[src/sv/ppauq_pkg.sv]
// ----------------------------------------------------------------------------
// ppauq_pkg
// Shared types and constants for the ping-pong active user queue.
// ----------------------------------------------------------------------------
package ppauq_pkg;

  localparam int unsigned QUEUE_DEPTH_DEF = 256;
  localparam int unsigned ID_W            = 16;
  localparam int unsigned TS_W            = 32;
  localparam int unsigned NUM_BINS        = 5;
  localparam int unsigned BIN_W           = $clog2(NUM_BINS);
  localparam int unsigned NUM_EDGES       = 4;
  localparam int unsigned CFG_IDX_W       = $clog2(NUM_EDGES);

  // Reset values of the histogram bin edges, in nanoseconds, edge 3 first.
  localparam logic [NUM_EDGES-1:0][TS_W-1:0] EDGE_RESET = {
    32'd20000000, 32'd15000000, 32'd11000000, 32'd9000000
  };

  typedef enum logic [1:0] {
    REQ_ADD    = 2'd0,
    REQ_POP    = 2'd1,
    REQ_LOCK   = 2'd2,
    REQ_UNLOCK = 2'd3
  } ppauq_req_e;

  // Per-transaction result flags from the queue control.
  typedef struct packed {
    logic pop_valid;
    logic add_dropped;
  } ppauq_flags_t;

endpackage

[src/sv/ppauq_queue_ctrl.sv]
// ----------------------------------------------------------------------------
// ppauq_queue_ctrl
// Head/tail/count bookkeeping for the two queues, role swap and lock flag.
// ----------------------------------------------------------------------------
module ppauq_queue_ctrl
  import ppauq_pkg::*;
#(
  parameter int unsigned QUEUE_DEPTH = QUEUE_DEPTH_DEF,
  localparam int unsigned AW    = $clog2(2 * QUEUE_DEPTH),
  localparam int unsigned PTR_W = $clog2(QUEUE_DEPTH),
  localparam int unsigned CNT_W = $clog2(QUEUE_DEPTH + 1)
) (
  input  logic             clk_i,
  input  logic             rst_ni,
  input  logic             accept_i,
  input  ppauq_req_e       req_i,
  input  logic             queue_sel_i,
  output logic             we_o,
  output logic [AW-1:0]    waddr_o,
  output logic             re_o,
  output logic [AW-1:0]    raddr_o,
  output ppauq_flags_t     flags_o,
  output logic [CNT_W-1:0] current_count_o,
  output logic [CNT_W-1:0] next_count_o,
  output logic             locked_o
);

  logic [PTR_W-1:0] head_q [2];
  logic [PTR_W-1:0] head_d [2];
  logic [PTR_W-1:0] tail_q [2];
  logic [PTR_W-1:0] tail_d [2];
  logic [CNT_W-1:0] cnt_q  [2];
  logic [CNT_W-1:0] cnt_d  [2];
  logic             cur_q, cur_d;
  logic             locked_q, locked_d;
  logic             add_buf, pop_buf;

  function automatic logic [PTR_W-1:0] ptr_next(input logic [PTR_W-1:0] p);
    return (p == PTR_W'(QUEUE_DEPTH - 1)) ? '0 : p + 1'b1;
  endfunction

  function automatic logic [AW-1:0] addr_of(input logic b, input logic [PTR_W-1:0] p);
    return AW'(p) + (b ? AW'(QUEUE_DEPTH) : '0);
  endfunction

  assign add_buf = locked_q ? ~cur_q : cur_q;
  assign pop_buf = queue_sel_i ? ~cur_q : cur_q;
  assign waddr_o = addr_of(add_buf, tail_q[add_buf]);
  assign raddr_o = addr_of(pop_buf, head_q[pop_buf]);

  always_comb begin
    head_d   = head_q;
    tail_d   = tail_q;
    cnt_d    = cnt_q;
    cur_d    = cur_q;
    locked_d = locked_q;
    we_o     = 1'b0;
    re_o     = 1'b0;
    flags_o  = '0;
    if (accept_i) begin
      case (req_i)
        REQ_ADD: begin
          if (cnt_q[add_buf] == CNT_W'(QUEUE_DEPTH)) begin
            flags_o.add_dropped = 1'b1;
          end else begin
            we_o            = 1'b1;
            tail_d[add_buf] = ptr_next(tail_q[add_buf]);
            cnt_d[add_buf]  = cnt_q[add_buf] + 1'b1;
          end
        end
        REQ_POP: begin
          if (cnt_q[pop_buf] != '0) begin
            re_o              = 1'b1;
            flags_o.pop_valid = 1'b1;
            head_d[pop_buf]   = ptr_next(head_q[pop_buf]);
            cnt_d[pop_buf]    = cnt_q[pop_buf] - 1'b1;
          end
        end
        REQ_LOCK: begin
          locked_d = 1'b1;
        end
        REQ_UNLOCK: begin
          head_d[cur_q] = '0;
          tail_d[cur_q] = '0;
          cnt_d[cur_q]  = '0;
          cur_d         = ~cur_q;
          locked_d      = 1'b0;
        end
        default: begin
        end
      endcase
    end
  end

  always_ff @(posedge clk_i or negedge rst_ni) begin
    if (!rst_ni) begin
      head_q   <= '{default: '0};
      tail_q   <= '{default: '0};
      cnt_q    <= '{default: '0};
      cur_q    <= 1'b0;
      locked_q <= 1'b0;
    end else begin
      head_q   <= head_d;
      tail_q   <= tail_d;
      cnt_q    <= cnt_d;
      cur_q    <= cur_d;
      locked_q <= locked_d;
    end
  end

  assign current_count_o = cnt_q[cur_q];
  assign next_count_o    = cnt_q[~cur_q];
  assign locked_o        = locked_q;

endmodule

[config.mk]
export PLATFORM = sky130hd
export DESIGN_NAME = ppauq_queue_ctrl
export DESIGN_NICKNAME = d
export VERILOG_FILES = /design/src/sv/ppauq_pkg.sv /design/src/sv/ppauq_queue_ctrl.sv
export SDC_FILE = /design/constraint.sdc
export NUM_CORES = 1
export LEC_CHECK = 0
export BUFFER_PORTS_ARGS = -buffer_cell sky130_fd_sc_hd__buf_2
export CAP_MARGIN = 20
export CORE_MARGIN = 8
export CORE_UTILIZATION = 32
export DETAILED_ROUTE_END_ITERATION = 7
export GPL_TIMING_DRIVEN = 0
export HOLD_SLACK_MARGIN = 0.05
export PLACE_DENSITY_LB_ADDON = 0.15
export RECOVER_POWER = 25
export SETUP_SLACK_MARGIN = 0.2
export SLEW_MARGIN = 20
export SYNTH_ARGS = -nofsm -noshare
export SYNTH_HDL_FRONTEND = slang
export SYNTH_SLANG_ARGS = --single-unit
export TNS_END_PERCENT = 20
[constraint.sdc]
create_clock -name clk_i -period 7.2 [get_ports clk_i]
set_clock_uncertainty 0.2 [all_clocks]
set_input_delay 0.72 -clock clk_i [delete_from_list [all_inputs] [get_ports clk_i]]
set_output_delay 0.72 -clock clk_i [all_outputs]
set_load 0.02 [all_outputs]
==> flow_summary.json, run 1 <==
{
  "status": "complete, but fails checks",
  "failed_checks": "capacitance limit, slew limit",
  "grt_pass1_vias": 3681,
  "grt_pass1_wl_mm": 20.6,
  "tns_ps": 0,
  "cp_cell_sequence": "xnor2_2 -> inv_1 -> buf_2 -> buf_1 -> nand2_1 -> nand2_1 -> inv_1 -> ha_1 -> clkbuf_1 -> a311oi_1 -> buf_2 -> o21bai_2 -> nand2_1 -> a211o_1",
  "totalWireLength_mm": 13.0,
  "avgViaCountPerCell": 5.75,
  "yosysTopAreaCellShare": 0.335,
  "synth-seq-area-share": 0.335,
  "dp_hpwl_mm": 9.38,
  "required_ps": 7180,
  "cts_tree": "yes",
  "use_met2": 0.247,
  "max_clock_freq_ghz": 0.243,
  "drtAntennaViolNets": 0,
  "met1_usage": 0.225,
  "final_max_slew_viol_count": 53,
  "end_kind": "flip-flop",
  "cts_sinks": 52,
  "cp_max_fo": 10,
  "hold_slack_ps": 304,
  "flow.area_growth_from_synthesis_pct": 14.9,
  "power_density_nw_per_um2": 346,
  "synthCells": 468,
  "cp_top_family": "buffers and inverters",
  "final_common_cell": "nand2_1",
  "start_util": 0.325,
  "grt_overflow": 0,
  "tightest_slew_ps": 2980,
  "ys_top_cells_by_area": "dfrtp_1 33%, nand2_1 8.0%, mux2_2 5.5%",
  "first_pass_iters": 5,
  "cap_violations": 1,
  "fin_util": 0.374,
  "place.gp.congestion": 0.900,
  "final_cell_mix": "83 x nand2_1, 52 x dfrtp_1, 48 x buf_2",
  "cp_slowest_cell": "buf_1",
  "antenna_found_initial": 0,
  "max_slew_margin": -0.988,
  "die-width_um": 126,
  "cts.clk_slew.worst_paths_ps": 80,
  "rsz0062_at_grt": "false",
  "vias": 3834,
  "synth.cell_area_sq_um": 3890,
  "p_leak_nw": 2.01,
  "syn_area_per_cell_sq_um": 8.31,
  "num_rows": 40,
  "drive_gt1_frac": 0.181,
  "synth_seq_cells": 52,
  "cts_resized": 0,
  "drc": 0,
  "p_total_mw": 1.55,
  "ir_drop_uv": 126,
  "die_h_um": 126,
  "use_met3": 0.0359,
  "start_kind": "flip-flop",
  "yosys_warnings": 0,
  "clock_latency_ps": 300,
  "synth-edff-count": 0,
  "ios": 47,
  "core_area_sq_um": 12000,
  "async_flop_share": 1.00,
  "h-tree-depth": 2,
  "grt_max_degree": 53,
  "worstSetupPathType": "flip-flop to flip-flop",
  "final-hold-violation-count": 0,
  "cp.arrival_ps": 4090,
  "clockBufferDepth": 2,
  "yosys.area.top_type": "dfrtp_1",
  "hold_class": "flip-flop to flip-flop",
  "cpMostUsedCell": "nand2_1",
  "wl_per_cell_um": 19.5,
  "root_buffer": "clkbuf_16",
  "port_buffers": 44,
  "period_minus_slack_ps": 4110,
  "yosysUniqueCellTypes": 62,
  "crit_buf_inv": 6,
  "grt_busiest_layer": "met2",
  "post_cts_buffers": 0,
  "synthesis.nets": 478,
  "synth_ff_type": "dfrtp_1",
  "finalSetupViolCount": 0,
  "die_area_sq_um": 15900,
  "cpPeakStageDelay_ps": 440,
  "cts_hold_buf": 0,
  "drt_iter0_markers": 301,
  "cts_inserted_buffers": 5,
  "final_nets": 529,
  "fin_crit_sh": 0.570,
  "diodes": 0,
  "grtUsageTotal": 0.162
}
==> worst register-to-register path: cells and delay by family (launching register included) <==
kind | cells | cell delay, ps
buf+inv | 6 | 1480
xor+xnor | 1 | 270
simple gates | 3 | 410
flops | 1 | 420
compound gates | 3 | 1000
fa+ha+maj | 1 | 210
==> where the power goes <==
group / switching [mW] / internal (mW) / leakage [nW]
clock network: 0.117 / 0.175 / 0.0871
logic: 0.547 / 0.284 / 1.23
registers: 0.0603 / 0.364 / 0.696
total: 0.724 / 0.822 / 2.01
==> state kept, by name (all words and copies together) (netlist names) <==
name / flops
locked_o: 1
cnt_q: 18
head_q: 16
cur_q: 1
tail_q: 16
==> cell usage after synthesis (all sizes together), types with 13 or more instances <==
cell type / number
a21oi: 23
a22o: 16
buf: 14
clkbuf: 25
dfrtp: 52
inv: 14
mux2: 19
nand2: 83
nand3: 22
nor2: 21
nor3: 15
o21ai: 32
xnor2: 13
==> per-layer routing <==
layer,part of all wire,wire [um]
met3,0.067,865
met1,0.47,6100
met4,0.013,167
met2,0.45,5860
met5,0,0
==> cells by family (layout without fill, tap and decap cells) <==
family                     Yosys count  after routing  synth area share
and+or+nand+nor                    178            178             0.212
AOI/OAI and AO/OA                  138            138             0.265
buffers and inverters               53            105            0.0615
DFF                                 52             52             0.335
muxes                               27             27            0.0756
xor gates and xnor gates            16             16            0.0380
adders and majority gates            4              4            0.0129
==> worst paths after layout <==
path	start	end	slack (ps)	cells past startpoint
max	cur_q	cnt_q[5]	3090	14
min in group asynchronous	rst_ni	cnt_q[1]	1190	1
min	tail_q[15]	tail_q[15]	300	1
max in group asynchronous	rst_ni	cnt_q[15]	3920	1
max reg2reg	cur_q	cnt_q[5]	3090	14
min reg2reg	tail_q[15]	tail_q[15]	300	1
==> stage by stage <==
step | instances | area (sq um) | worst slack (ps)
detailed placement | 659 | 4290 | 3160
floorplan | 468 | 3890 | 3910
global route | 667 | 4470 | 2820
CTS | 667 | 4470 | 3120
finish | 667 | 4470 | 3090
global placement | 659 | 4290 | 3100
==> area by class of cell <==
| class | count | area (sq um) |
|---|---|---|
| inverters | 14 | 52.6 |
| clock inverters | 2 | 38.8 |
| flip-flops and latches | 52 | 1300 |
| clock buffers | 6 | 139 |
| repair buffers | 44 | 219 |
| well taps | 147 | 184 |
| fillers | 1256 | 7490 |
| multi-input cells | 363 | 2350 |
| plain buffers | 39 | 186 |
Note: power is estimated with default switching activity, not from simulation.
==> run 2, diff against run 1 <==
==> constraint.sdc (replaced) <==
create_clock -name clk_i -period 3.94 [get_ports clk_i]
set_clock_uncertainty 0.2 [all_clocks]
set_input_delay 0.394 -clock clk_i [delete_from_list [all_inputs] [get_ports clk_i]]
set_output_delay 0.394 -clock clk_i [all_outputs]
set_load 0.02 [all_outputs]
==> flow_summary.json, run 2 (same netlist as run 1, synthesis figures left out) <==
{
  "worstSetupStartpoint": "cur_q",
  "cp_max_fo": 10,
  "drive_gt1_frac": 0.192,
  "worstSetupPathType": "flip-flop to flip-flop",
  "power_density_nw_per_um2": 631,
  "num_rows": 40,
  "max_slew_margin": 0.0749,
  "wl_met2_mm": 5.84,
  "wl_per_cell_um": 19.5,
  "grt_overflow": 0,
  "final_common_cell": "nand2_1",
  "drtAntennaViolNets": 0,
  "cap_violations": 0,
  "port_buffers": 44,
  "largest_register_ffs": 18,
  "rsz0062_at_grt": "false",
  "ios": 47,
  "ir_drop_uv": 230,
  "regMostFlops": "cnt_q",
  "grt_max_degree": 53,
  "worst_r2r_endpoint": "cnt_q[11]",
  "dp_hpwl_mm": 9.38,
  "core_area_sq_um": 12000,
  "cts.clk_slew.worst_paths_ps": 80,
  "met3WireLength_um": 849,
  "diodes": 0,
  "vias": 3786,
  "finalSetupViolCount": 0,
  "m1WireLength_mm": 6.13,
  "cts_sinks": 52,
  "cp.arrival_ps": 3500,
  "die-width_um": 126,
  "place.gp.congestion": 0.900,
  "period_minus_slack_ps": 3520,
  "die_area_sq_um": 15900,
  "final_cell_mix": "82 x nand2_1, 52 x dfrtp_1, 45 x buf_2",
  "status": "finished clean",
  "flow.area_growth_from_synthesis_pct": 16.5,
  "p_total_mw": 2.86,
  "critPathCapture": "cnt_q[11]",
  "totalWireLength_mm": 13.0,
  "cts_tree": "yes",
  "avgViaCountPerCell": 5.67,
  "final_max_slew_viol_count": 0,
  "required_ps": 3920,
  "worstReg2RegStart": "cur_q",
  "drc": 0,
  "root_buffer": "clkbuf_16",
  "clock_latency_ps": 300,
  "grt_pass1_wl_mm": 20.7,
  "start_kind": "flip-flop",
  "grtUsageTotal": 0.162,
  "grt_pass1_vias": 3684,
  "final-hold-violation-count": 0,
  "top_regs": "cnt_q (18), head_q (16), tail_q (16)",
  "hold_class": "flip-flop to flip-flop",
  "drt_iter0_markers": 373,
  "start_util": 0.325,
  "h-tree-depth": 2,
  "post_cts_buffers": 0,
  "p_leak_nw": 2.03,
  "antenna_found_initial": 0,
  "fin_crit_sh": 0.894,
  "clockBufferDepth": 2,
  "final_nets": 530,
  "first_pass_iters": 5,
  "top_layer": "met4",
  "end_kind": "flip-flop",
  "tightest_slew_ps": 1390,
  "max_clock_freq_ghz": 0.284,
  "die_h_um": 126,
  "fin_util": 0.379,
  "cts_inserted_buffers": 5,
  "ff2ff_path_depth": 13,
  "r2r_slack_ps": 420
}
-- run 2: metal layers --
| metal | track usage | vias up |
|---|---|---|
| met4 | 0.0403 | 0 |
| met2 | 0.247 | 125 |
| li1 | - | 1820 |
| met1 | 0.225 | 1826 |
| met3 | 0.0359 | 15 |
| met5 | 0 | - |
-- run 2: where the power goes --
part,switching (mW),internal [mW]
clock,0.214,0.319
combinational,1.01,0.535
sequential,0.112,0.664
-- run 2: worst max-delay path, cell delays in order (launching register included) --
cell and delay (ps):
dfrtp_1 450, xnor2_4 240, inv_1 170, buf_4 230, clkbuf_4 250, nand2_1 70
nand2_1 100, inv_1 50, ha_1 210, clkbuf_2 190, a311o_1 390, o21a_2 160
or2_2 330, o32a_1 360
-- run 2: final cells by class --
type | instances | area, sq um
Buffer | 39 | 199
Clock buffer | 6 | 139
Clock inverter | 2 | 38.8
Fill cell | 1250 | 7430
Inverter | 14 | 52.6
Multi-Input combinational cell | 363 | 2390
Sequential cell | 52 | 1300
Tap cell | 147 | 184
Timing Repair Buffer | 45 | 229
-- run 2: how the worst min path moves through the flow --
stage	startpoint	end	slack [ps]	cells past startpoint
after floorplan	rst_ni	cnt_q[0]	-100	0
after global placement	tail_q[15]	tail_q[15]	290	1
after CTS	tail_q[15]	tail_q[15]	310	1
after global routing	tail_q[3]	tail_q[3]	340	1
final	tail_q[15]	tail_q[15]	300	1
after detailed placement	tail_q[15]	tail_q[15]	290	1
-- run 2: through the flow --
stage	instance area [sq um]	hold slack [ps]	std cells	TNS [ps]	setup WS [ps]
global placement	4290	290	659	-237	-156
floorplan	3890	-102	468	0	652
global route	4530	336	668	0	260
detailed placement	4290	292	659	-124	-99.0
finish	4530	304	668	0	416
CTS	4500	309	668	0	205
-- run 2: repair_timing --
item                                   in CTS  in global routing
hold buffers                                1                  0
setup endpoints to repair                  14                 29
endpoints found under the hold margin      52                  0
gates cloned                                0                  0
gates resized for setup                     5                  9
