## src/sv/ppauq_pkg.sv

```systemverilog
// ----------------------------------------------------------------------------
// ppauq_pkg
// Shared types and constants for the ping-pong active user queue.
// ----------------------------------------------------------------------------
package ppauq_pkg;

  localparam int unsigned QUEUE_DEPTH_DEF = 256;
  localparam int unsigned ID_W            = 16;
  localparam int unsigned TS_W            = 32;
  localparam int unsigned NUM_BINS        = 5;
  localparam int unsigned BIN_W           = $clog2(NUM_BINS);
  localparam int unsigned NUM_EDGES       = 4;
  localparam int unsigned CFG_IDX_W       = $clog2(NUM_EDGES);

  // Reset values of the histogram bin edges, in nanoseconds, edge 3 first.
  localparam logic [NUM_EDGES-1:0][TS_W-1:0] EDGE_RESET = {
    32'd20000000, 32'd15000000, 32'd11000000, 32'd9000000
  };

  typedef enum logic [1:0] {
    REQ_ADD    = 2'd0,
    REQ_POP    = 2'd1,
    REQ_LOCK   = 2'd2,
    REQ_UNLOCK = 2'd3
  } ppauq_req_e;

  // Per-transaction result flags from the queue control.
  typedef struct packed {
    logic pop_valid;
    logic add_dropped;
  } ppauq_flags_t;

endpackage

```

## src/sv/ppauq_lock_stats.sv

```systemverilog
// ----------------------------------------------------------------------------
// ppauq_lock_stats
// Bin edge registers, lock-to-lock interval histogram and maximum interval.
// ----------------------------------------------------------------------------
module ppauq_lock_stats
  import ppauq_pkg::*;
(
  input  logic                           clk_i,
  input  logic                           rst_ni,
  input  logic                           cfg_we_i,
  input  logic [CFG_IDX_W-1:0]           cfg_index_i,
  input  logic [TS_W-1:0]                cfg_data_i,
  input  logic                           lock_i,
  input  logic [TS_W-1:0]                now_i,
  output logic [TS_W-1:0]                max_o,
  output logic [NUM_BINS-1:0][TS_W-1:0]  hist_o
);

  logic [NUM_EDGES-1:0][TS_W-1:0] edge_q;
  logic [TS_W-1:0]                last_q, last_d;
  logic [TS_W-1:0]                max_q, max_d;
  logic [NUM_BINS-1:0][TS_W-1:0]  hist_q, hist_d;
  logic [TS_W-1:0]                diff;
  logic [BIN_W-1:0]               bin;
  logic                           armed;

  assign diff  = now_i - last_q;
  assign armed = (max_q != '0);

  always_comb begin
    if (diff < edge_q[0])      bin = BIN_W'(0);
    else if (diff < edge_q[1]) bin = BIN_W'(1);
    else if (diff < edge_q[2]) bin = BIN_W'(2);
    else if (diff < edge_q[3]) bin = BIN_W'(3);
    else                       bin = BIN_W'(4);
  end

  always_comb begin
    last_d = last_q;
    max_d  = max_q;
    hist_d = hist_q;
    if (lock_i) begin
      last_d = now_i;
      if (!armed) begin
        max_d = TS_W'(1);
      end else begin
        if (diff > max_q) max_d = diff;
        for (int i = 0; i < NUM_BINS; i++) begin
          if (bin == BIN_W'(i)) hist_d[i] = hist_q[i] + 1'b1;
        end
      end
    end
  end

  always_ff @(posedge clk_i or negedge rst_ni) begin
    if (!rst_ni) begin
      edge_q <= EDGE_RESET;
      last_q <= '0;
      max_q  <= '0;
      hist_q <= '0;
    end else begin
      if (cfg_we_i) edge_q[cfg_index_i] <= cfg_data_i;
      last_q <= last_d;
      max_q  <= max_d;
      hist_q <= hist_d;
    end
  end

  assign max_o  = max_q;
  assign hist_o = hist_q;

endmodule

```

## config.mk

```make
export PLATFORM = sky130hd
export DESIGN_NAME = ppauq_lock_stats
export DESIGN_NICKNAME = d
export VERILOG_FILES = /design/src/sv/ppauq_pkg.sv /design/src/sv/ppauq_lock_stats.sv
export SDC_FILE = /design/constraint.sdc
export NUM_CORES = 1
export LEC_CHECK = 0
export ABC_AREA = 1
export BUFFER_PORTS_ARGS = -buffer_cell sky130_fd_sc_hd__clkbuf_2
export CAP_MARGIN = 25
export CORE_UTILIZATION = 33
export CTS_CLUSTER_DIAMETER = 120
export DETAILED_ROUTE_END_ITERATION = 7
export GPL_ROUTABILITY_DRIVEN = 0
export SKIP_LAST_GASP = 1
export SYNTH_ARGS = -nofsm -noshare
export SYNTH_HDL_FRONTEND = slang
export SYNTH_SLANG_ARGS = --single-unit
export TNS_END_PERCENT = 100
```

## constraint.sdc

```tcl
create_clock -name clk_i -period 6.5 [get_ports clk_i]
set_input_delay 0.975 -clock clk_i [delete_from_list [all_inputs] [get_ports clk_i]]
set_output_delay 0.975 -clock clk_i [all_outputs]
set_load 0.01 [all_outputs]
```

==> run summary, run 1 <==
maxcap violations -> 0
YS warnings -> 0
Startpoint Class -> primary input
final non-filler cell total -> 4314
clock-pin slew on the worst setup and hold paths -> 0.06 ns
post-route clock period utilization -> 0.750
htree depth -> 2
initial cell density of the core -> 0.335
CP Data Arrival Time -> 5.38 ns
post-cts sizing count -> 0
Final min period -> 4.87 ns
highest-count cells in the layout ignoring fill and taps -> 1007 x nand2_1, 408 x inv_1, 316 x dfrtp_1
IO Pins -> 262
multi-input logic area -> 12300 um2
Lkg Pwr -> 13.5 nW
layout cell share with drive strength beyond 1 -> 0.130
post-place setup slack -> 1.07 ns
RSZ-0062 raised after global routing -> no
Initial DRC Count -> 1480
# fillers -> 7264
initial antenna violation count -> 1
Crit. End Element -> flop
Nets -> 3618
vias in the first global route -> 19.6k
maximum buffer depth of the clock tree -> 3
setup ws final -> 1.63 ns
DIE WIDTH -> 267 um
TNS Setup -> 0 ns
Hold Buf Count CTS -> 0
Hold WC Path Type -> in2async
CTS tree -> yes
num rows -> 96
dpl hpwl -> 49600 um
Reg area -> 8850 um2
Total GRT Usage -> 0.186
WP data required -> 7.01 ns
Mapped Nets -> 3360
setup bufs post-CTS -> 0
first-pass GRT wire length -> 107000 um
Final Setup Violations -> 0
antenna fix cells -> 0
detailed-route wire length per cell -> 15.3 um
register area share after synthesis -> 0.383
GR Overflow Total -> 0
chip height -> 267 um
pins over their slew limit -> 0
Tightest Pin Transition -> 1.07 ns
library cells used by synthesis -> 42
PD cells -> 339 nW/um2
Yosys reg bits -> 352
area of the core -> 68900 um2
largest net degree at the start of global routing -> 171
Mapped Area -> 23100 um2
most common cell after layout, fill and taps aside -> nand2_1
Design Area, Final -> 27100 um2
number of iterations in the first detailed-routing pass -> 5
final wirelength -> 66000 um
Crit Path Class -> in2reg
ANT nets after route -> 0
status -> completed
Syn-to-layout area delta -> 17.2%
die area -> 71000 um2
CP Max Fanout -> 33
Max Clk Rate -> 205 MHz
CTS Root Buffer Type -> clkbuf_16
clk_skew -> 0.0232 ns
Rel. slew slack -> 0.287
count of final hold-check violations -> 0
TritonCTS Sinks -> 352
clock latency on the worst-skew pair -> 0.58 ns
Inst Count DP -> 4239
vias per inst -> 4.76
vias after detailed routing -> 20.5k
Gate Count Post-Synth -> 3097
Syn Area/Cell -> 7.46 um2
Port Buffer Count -> 261
# DRC -> 0
VDD IR max -> 0.000173 V
Placed Instance Area -> 25400 um2
cts bufs inserted -> 45
cells in the mapped netlist:
cell type,n,area share
a211oi_1,1,0.00033
a21boi_0,1,0.00033
a21o_1,5,0.0016
a21oi_1,119,0.026
a21oi_2,2,0.00076
a31oi_1,1,0.00027
and3_1,1,0.00027
buf_2,24,0.0052
buf_4,11,0.0036
buf_6,3,0.0015
clkbuf_1,30,0.0049
clkbuf_2,2,0.00043
dfrtp_1,316,0.34
dfstp_2,36,0.041
fa_1,1,0.00087
ha_1,192,0.10
inv_1,408,0.066
inv_2,7,0.0011
nand2_1,1007,0.16
nand2_2,5,0.0014
nand2_4,1,0.00049
nand3_1,59,0.013
nand3_2,4,0.0017
nand3_4,2,0.0015
nand3b_1,7,0.0023
nand4_1,61,0.017
nor2_1,188,0.031
nor2_2,9,0.0024
nor2_4,2,0.00098
nor2_8,1,0.00087
nor3_1,73,0.016
nor3_2,9,0.0039
nor4_1,37,0.010
nor4_2,3,0.0016
o211ai_1,3,0.00098
o21a_1,6,0.0020
o21ai_0,225,0.049
o21ai_1,38,0.0082
o21ba_2,1,0.00043
o21bai_1,36,0.012
xnor2_1,36,0.014
xor2_1,124,0.047
cell type report:
class / instances / area share
multi-input cells: 2260 / 0.456
flip-flops and latches: 352 / 0.327
inverters: 415 / 0.0576
repair buffers: 281 / 0.0556
clock buffers: 55 / 0.0452
well taps: 931 / 0.0430
clock inverters: 20 / 0.0153
registers in the layout (all words and copies together), names as in the netlist:
signal  flops
hist_o    160
edge_q    128
last_q     32
max_o      32
final timing paths:
path | to | slack, ns | start | cells past startpoint
max | hist_o[105] | 1.63 | now_i[0] | 28
min | last_q[8] | 0.37 | rst_ni | 1
max reg2reg | hist_o[105] | 1.84 | last_q[0] | 26
min reg2reg | edge_q[59] | 0.48 | edge_q[59] | 2
max in group asynchronous | hist_o[0] | 4.63 | rst_ni | 2
min in group clk_i | edge_q[59] | 0.48 | edge_q[59] | 2
through the flow:
step,utilization,hold WS (ns),total power [mW]
after floorplan,-,0.453,5.25
after global placement,0.369,0.466,6.36
after detailed placement,0.369,0.472,6.41
after CTS,0.392,0.387,9.28
after global routing,0.392,0.405,9.91
final,0.392,0.367,9.18
power by group:
part / switching (mW) / total (mW) / internal [mW]
registers: 0.492 / 3.13 / 2.64
logic: 2.06 / 3.25 / 1.19
clock network: 1.01 / 2.81 / 1.80
total: 3.56 / 9.18 / 5.62
critical path: stages:
cell and delay [ns]:
clkbuf_2 0.09, inv_1 0.08, ha_1 0.19, inv_1 0.10
fa_1 0.41, nand3_1 0.08, nand2_1 0.12, nand3_1 0.09
nand2_1 0.10, nand3_1 0.09, nand2_1 0.11, nand2_1 0.08
nand2_1 0.06, xor2_1 0.62, ha_1 0.36, nand2_1 0.08
o21a_1 0.13, nand2_1 0.05, nand2_1 0.05, nand2_1 0.07
inv_1 0.06, nand2_1 0.08, nand2_2 0.10, nand3_4 0.34
nor2_4 0.47, buf_12 0.20, nand2_1 0.06, nand2_1 0.07
cell families after synthesis:
family,Yosys count,share of synthesized area
flip-flops,352,0.383
adder cells (fa/ha/maj),193,0.105
AND/OR/NAND/NOR,1469,0.267
AO/OA/AOI/OAI,438,0.101
buffers and inverters,485,0.0830
XOR/XNOR,160,0.0607
per-layer routing:
metal | vias up | track usage | part of all wire
met1 | 9533 | 0.266 | 0.49
met3 | 100 | 0.0278 | 0.047
li1 | 10400 | - | -
met5 | - | 0 | 0.00012
met2 | 457 | 0.291 | 0.44
met4 | 2 | 0.0455 | 0.022
Note: power is estimated with default switching activity, not from simulation.
==> run 2, diff against run 1 <==
--- a/config.mk
+++ b/config.mk
@@ -5,7 +5,7 @@
 export SDC_FILE = /design/constraint.sdc
 export NUM_CORES = 1
 export LEC_CHECK = 0
-export ABC_AREA = 1
+export ABC_AREA = 0
 export BUFFER_PORTS_ARGS = -buffer_cell sky130_fd_sc_hd__clkbuf_2
 export CAP_MARGIN = 25
 export CORE_UTILIZATION = 33
==> constraint.sdc (replaced) <==
create_clock -name clk_i -period 4.16 [get_ports clk_i]
set_input_delay 0.624 -clock clk_i [delete_from_list [all_inputs] [get_ports clk_i]]
set_output_delay 0.624 -clock clk_i [all_outputs]
set_load 0.01 [all_outputs]
==> run 2 against run 1 <==
- the flow now finishes with violations (negative setup slack)
- combinational power rose by 66%
- critical path depth is 2 lower
- sequential power increased by 42%
- critical endpoint is now hist_o[44]
==> run summary, run 2 <==
status -> finished with violations (was completed)
violated checks -> negative setup slack
most common cell after layout, fill and taps aside -> dfrtp_1 (was nand2_1)
Hold Buf Count CTS -> 0 (unchanged)
highest-count cells in the layout ignoring fill and taps -> 316 x dfrtp_1, 260 x clkbuf_2, 223 x buf_4 (was 1007 x nand2_1, 408 x inv_1, 316 x dfrtp_1)
Most used DFF post-synth -> dfrtp_1 (unchanged)
chip height -> 248 um (was 267 um)
vias after detailed routing -> 16.5k (was 20.5k)
Max Clk Rate -> 195 MHz
Clock Power Share -> 0.294 (was 0.306)
GR Overflow Total -> 0 (unchanged)
clock latency on the worst-skew pair -> 0.59 ns (was 0.58 ns)
library cells used by synthesis -> 74 (was 42)
count of final hold-check violations -> 0 (unchanged)
Total GRT Usage -> 0.186 (about the same)
vias per inst -> 5.06 (was 4.76)
Final Setup Violations -> 192 (was 0)
# DRC -> 0 (unchanged)
Syn Area/Cell -> 10.4 um2 (was 7.46 um2)
Sw Share -> 0.348 (was 0.387)
setup ws final -> -0.963 ns (was 1.63 ns)
Hold WC Path Type -> in2async (unchanged)
maxcap violations -> 0 (unchanged)
Rel. slew slack -> 0.335 (was 0.287)
Mapped Area -> 20000 um2 (was 23100 um2)
initial cell density of the core -> 0.337 (was 0.335)
largest net degree at the start of global routing -> 121 (was 171)
cts bufs inserted -> 44 (was 45)
Gate Count Post-Synth -> 1933 (was 3097)
sequential power share -> 0.320 (was 0.341)
number of iterations in the first detailed-routing pass -> 7 (was 5)
P_int -> 9.11 mW (was 5.62 mW)
Final min period -> 5.12 ns
Largest register FFs -> 160 (unchanged)
Psw -> 4.86 mW (was 3.56 mW)
dpl hpwl -> 43600 um (was 49600 um)
Tightest Pin Transition -> 0.998 ns (was 1.07 ns)
Mapped Nets -> 2196 (was 3360)
area of the core -> 59500 um2 (was 68900 um2)
clk_skew -> 0.0310 ns (was 0.0232 ns)
num rows -> 89 (was 96)
most area-consuming cells after synthesis -> dfrtp_1 39%, ha_1 12%, mux2_2 5.8%, xnor2_1 5.8%, dfstp_2 4.7% (was dfrtp_1 34%, nand2_1 16%, ha_1 10%, inv_1 6.6%, o21ai_0 4.9%)
CP Max Fanout -> 6 (was 33)
WP data required -> 4.65 ns (was 7.01 ns)
clock-pin slew on the worst setup and hold paths -> 0.06 ns (about the same)
initial antenna violation count -> 7 (was 1)
Synth top cells by count -> 316 x dfrtp_1, 203 x inv_1, 192 x ha_1, 134 x nand2_1, 132 x xnor2_1 (was 1007 x nand2_1, 408 x inv_1, 316 x dfrtp_1, 225 x o21ai_0, 192 x ha_1)
CTS Root Buffer Type -> clkbuf_16 (unchanged)
final wirelength -> 59200 um (was 66000 um)
count leader, synth -> dfrtp_1 (was nand2_1)
Comb power frac -> 0.386 (was 0.354)
ys async rst share -> 1.00 (unchanged)
RSZ-0062 raised after global routing -> yes (was no)
Crit Path Class -> reg2reg (was in2reg)
layout cell share with drive strength beyond 1 -> 0.366 (was 0.130)
Initial DRC Count -> 724 (was 1480)
VDD IR max -> 0.000471 V (was 0.000173 V)
post-route clock period utilization -> 1.23
Crit. End Element -> flop (unchanged)
die area -> 61700 um2 (was 71000 um2)
top cell type by total area after synthesis -> dfrtp_1 (unchanged)
Nets -> 2720 (was 3618)
first-pass GRT wire length -> 90600 um (was 107000 um)
TritonCTS Sinks -> 352 (unchanged)
htree depth -> 2 (unchanged)
maximum buffer depth of the clock tree -> 3 (unchanged)
share of Yosys cell area claimed by the top area cell type -> 0.395 (was 0.342)
YS warnings -> 0 (unchanged)
IO Pins -> 262 (unchanged)
Syn-to-layout area delta -> 35.6% (was 17.2%)
CTS tree -> yes (unchanged)
pins over their slew limit -> 0 (unchanged)
Util after Layout -> 0.457 (was 0.392)
post-place setup slack -> -1.89 ns (was 1.07 ns)
reg2reg path depth -> 26 (unchanged)
Startpoint Class -> flop (was primary input)
ANT nets after route -> 0 (unchanged)
Port Buffer Count -> 261 (unchanged)
Yosys reg bits -> 352 (unchanged)
vias in the first global route -> 16.7k (was 19.6k)
CP Data Arrival Time -> 5.62 ns (was 5.38 ns)
DIE WIDTH -> 248 um (was 267 um)
detailed-route wire length per cell -> 18.1 um (was 15.3 um)
Lkg Pwr -> 13.5 nW (about the same)
PD cells -> 514 nW/um2 (was 339 nW/um2)
Post-synth EDFFs -> 0 (unchanged)
register area share after synthesis -> 0.442 (was 0.383)
run 2: cell types whose count changed in the layout (fill, tap and decap cells not counted), sizes merged, moves of 55 or more:
cell / delta
a21oi: -55
and3: +60
buf: +248
inv: -210
mux2: +104
nand2: -879
nor2: -142
nor3: -63
o21ai: -167
xnor2: +96
xor2: -76
run 2: logic make-up after synthesis:
| kind of cell | Yosys count | synth area share |
|---|---|---|
| muxes | 104 | 0.0585 |
| adders and majority gates | 193 | 0.121 |
| DFF | 352 | 0.442 |
| AOI/OAI and AO/OA | 322 | 0.106 |
| buffers and inverters | 257 | 0.0497 |
| xor gates and xnor gates | 180 | 0.0787 |
| and+or+nand+nor | 525 | 0.144 |
run 2: critical path, stage by stage, from the launching register on:
cell and delay [ns]:
dfrtp_1 0.37, inv_2 0.09, ha_4 0.20, nor2b_4 0.12, o31a_1 0.28, o311ai_2 0.27
buf_4 0.18, a31oi_4 0.09, buf_6 0.14, o211ai_1 0.21, a31oi_1 0.13, a41oi_2 0.22
nand2_2 0.15, buf_6 0.17, buf_4 0.14, ha_4 0.21, nand4_1 0.11, nor2_2 0.07
a2111oi_2 0.38, buf_4 0.18, and2_4 0.17, buf_4 0.13, or3b_4 0.42, buf_12 0.17
buf_12 0.13, nor4_4 0.14, xor2_1 0.17
run 2: power by group through the flow:
stage / Sequential [mW] / Clock (mW) / Combinational, mW
CTS: 4.45 / 4.23 / 5.04
floorplan: 4.45 / 0 / 2.69
finish: 4.46 / 4.11 / 5.39
detailed placement: 4.50 / 0 / 4.80
global placement: 4.47 / 0 / 4.65
global route: 4.53 / 4.35 / 5.96
run 2: through the flow:
step           power, mW  TNS (ns)  hold slack, ns  instance area (um2)  instances
6_report            14.0   -150.67           0.108                27200       3265
5_1_grt             14.8   -191.71           0.183                27200       3264
4_1_cts             13.7   -165.94           0.139                26200       3241
3_5_place_dp        9.30   -319.54           0.463                24100       3141
3_3_place_gp        9.12   -309.48           0.458                24100       3141
2_1_floorplan       7.14   -106.09           0.328                20300       1933
run 2: final cells by class:
| class | instances | area (um2) |
|---|---|---|
| Sequential cell | 352 | 8850 |
| Inverter | 203 | 774 |
| Clock buffer | 62 | 1280 |
| Antenna cell | 1 | 2.50 |
| Fill cell | 5557 | 32300 |
| Clock inverter | 18 | 273 |
| Timing Repair Buffer | 532 | 3680 |
| Multi-Input combinational cell | 1324 | 11300 |
| Tap cell | 773 | 967 |
run 2: repair_timing:
action | in CTS | in global routing
buffers inserted | 20 | 21
cloned | 2 | 6
pin swaps | 70 | 71
setup endpoints to repair | 192 | 192
gates resized for setup | 77 | 137
run 2: metal layers:
| layer | vias up | track usage | wire, um |
|---|---|---|---|
| met4 | 12 | 0.0622 | 1580 |
| met3 | 100 | 0.0487 | 3870 |
| met1 | 8129 | 0.228 | 24800 |
| met5 | - | 0 | 73 |
| li1 | 7877 | - | - |
| met2 | 409 | 0.315 | 28800 |
run 2: path summary, 6_finish.rpt:
check	slack (ns)	endpoint	startpoint
min reg2reg	0.48	hist_o[127]	hist_o[127]
min	0.11	hist_o[31]	rst_ni
max	-0.96	hist_o[44]	last_q[1]
min in group clk_i	0.28	last_q[24]	now_i[24]
max in group asynchronous	2.98	edge_q[79]	rst_ni
max reg2reg	-0.96	hist_o[44]	last_q[1]
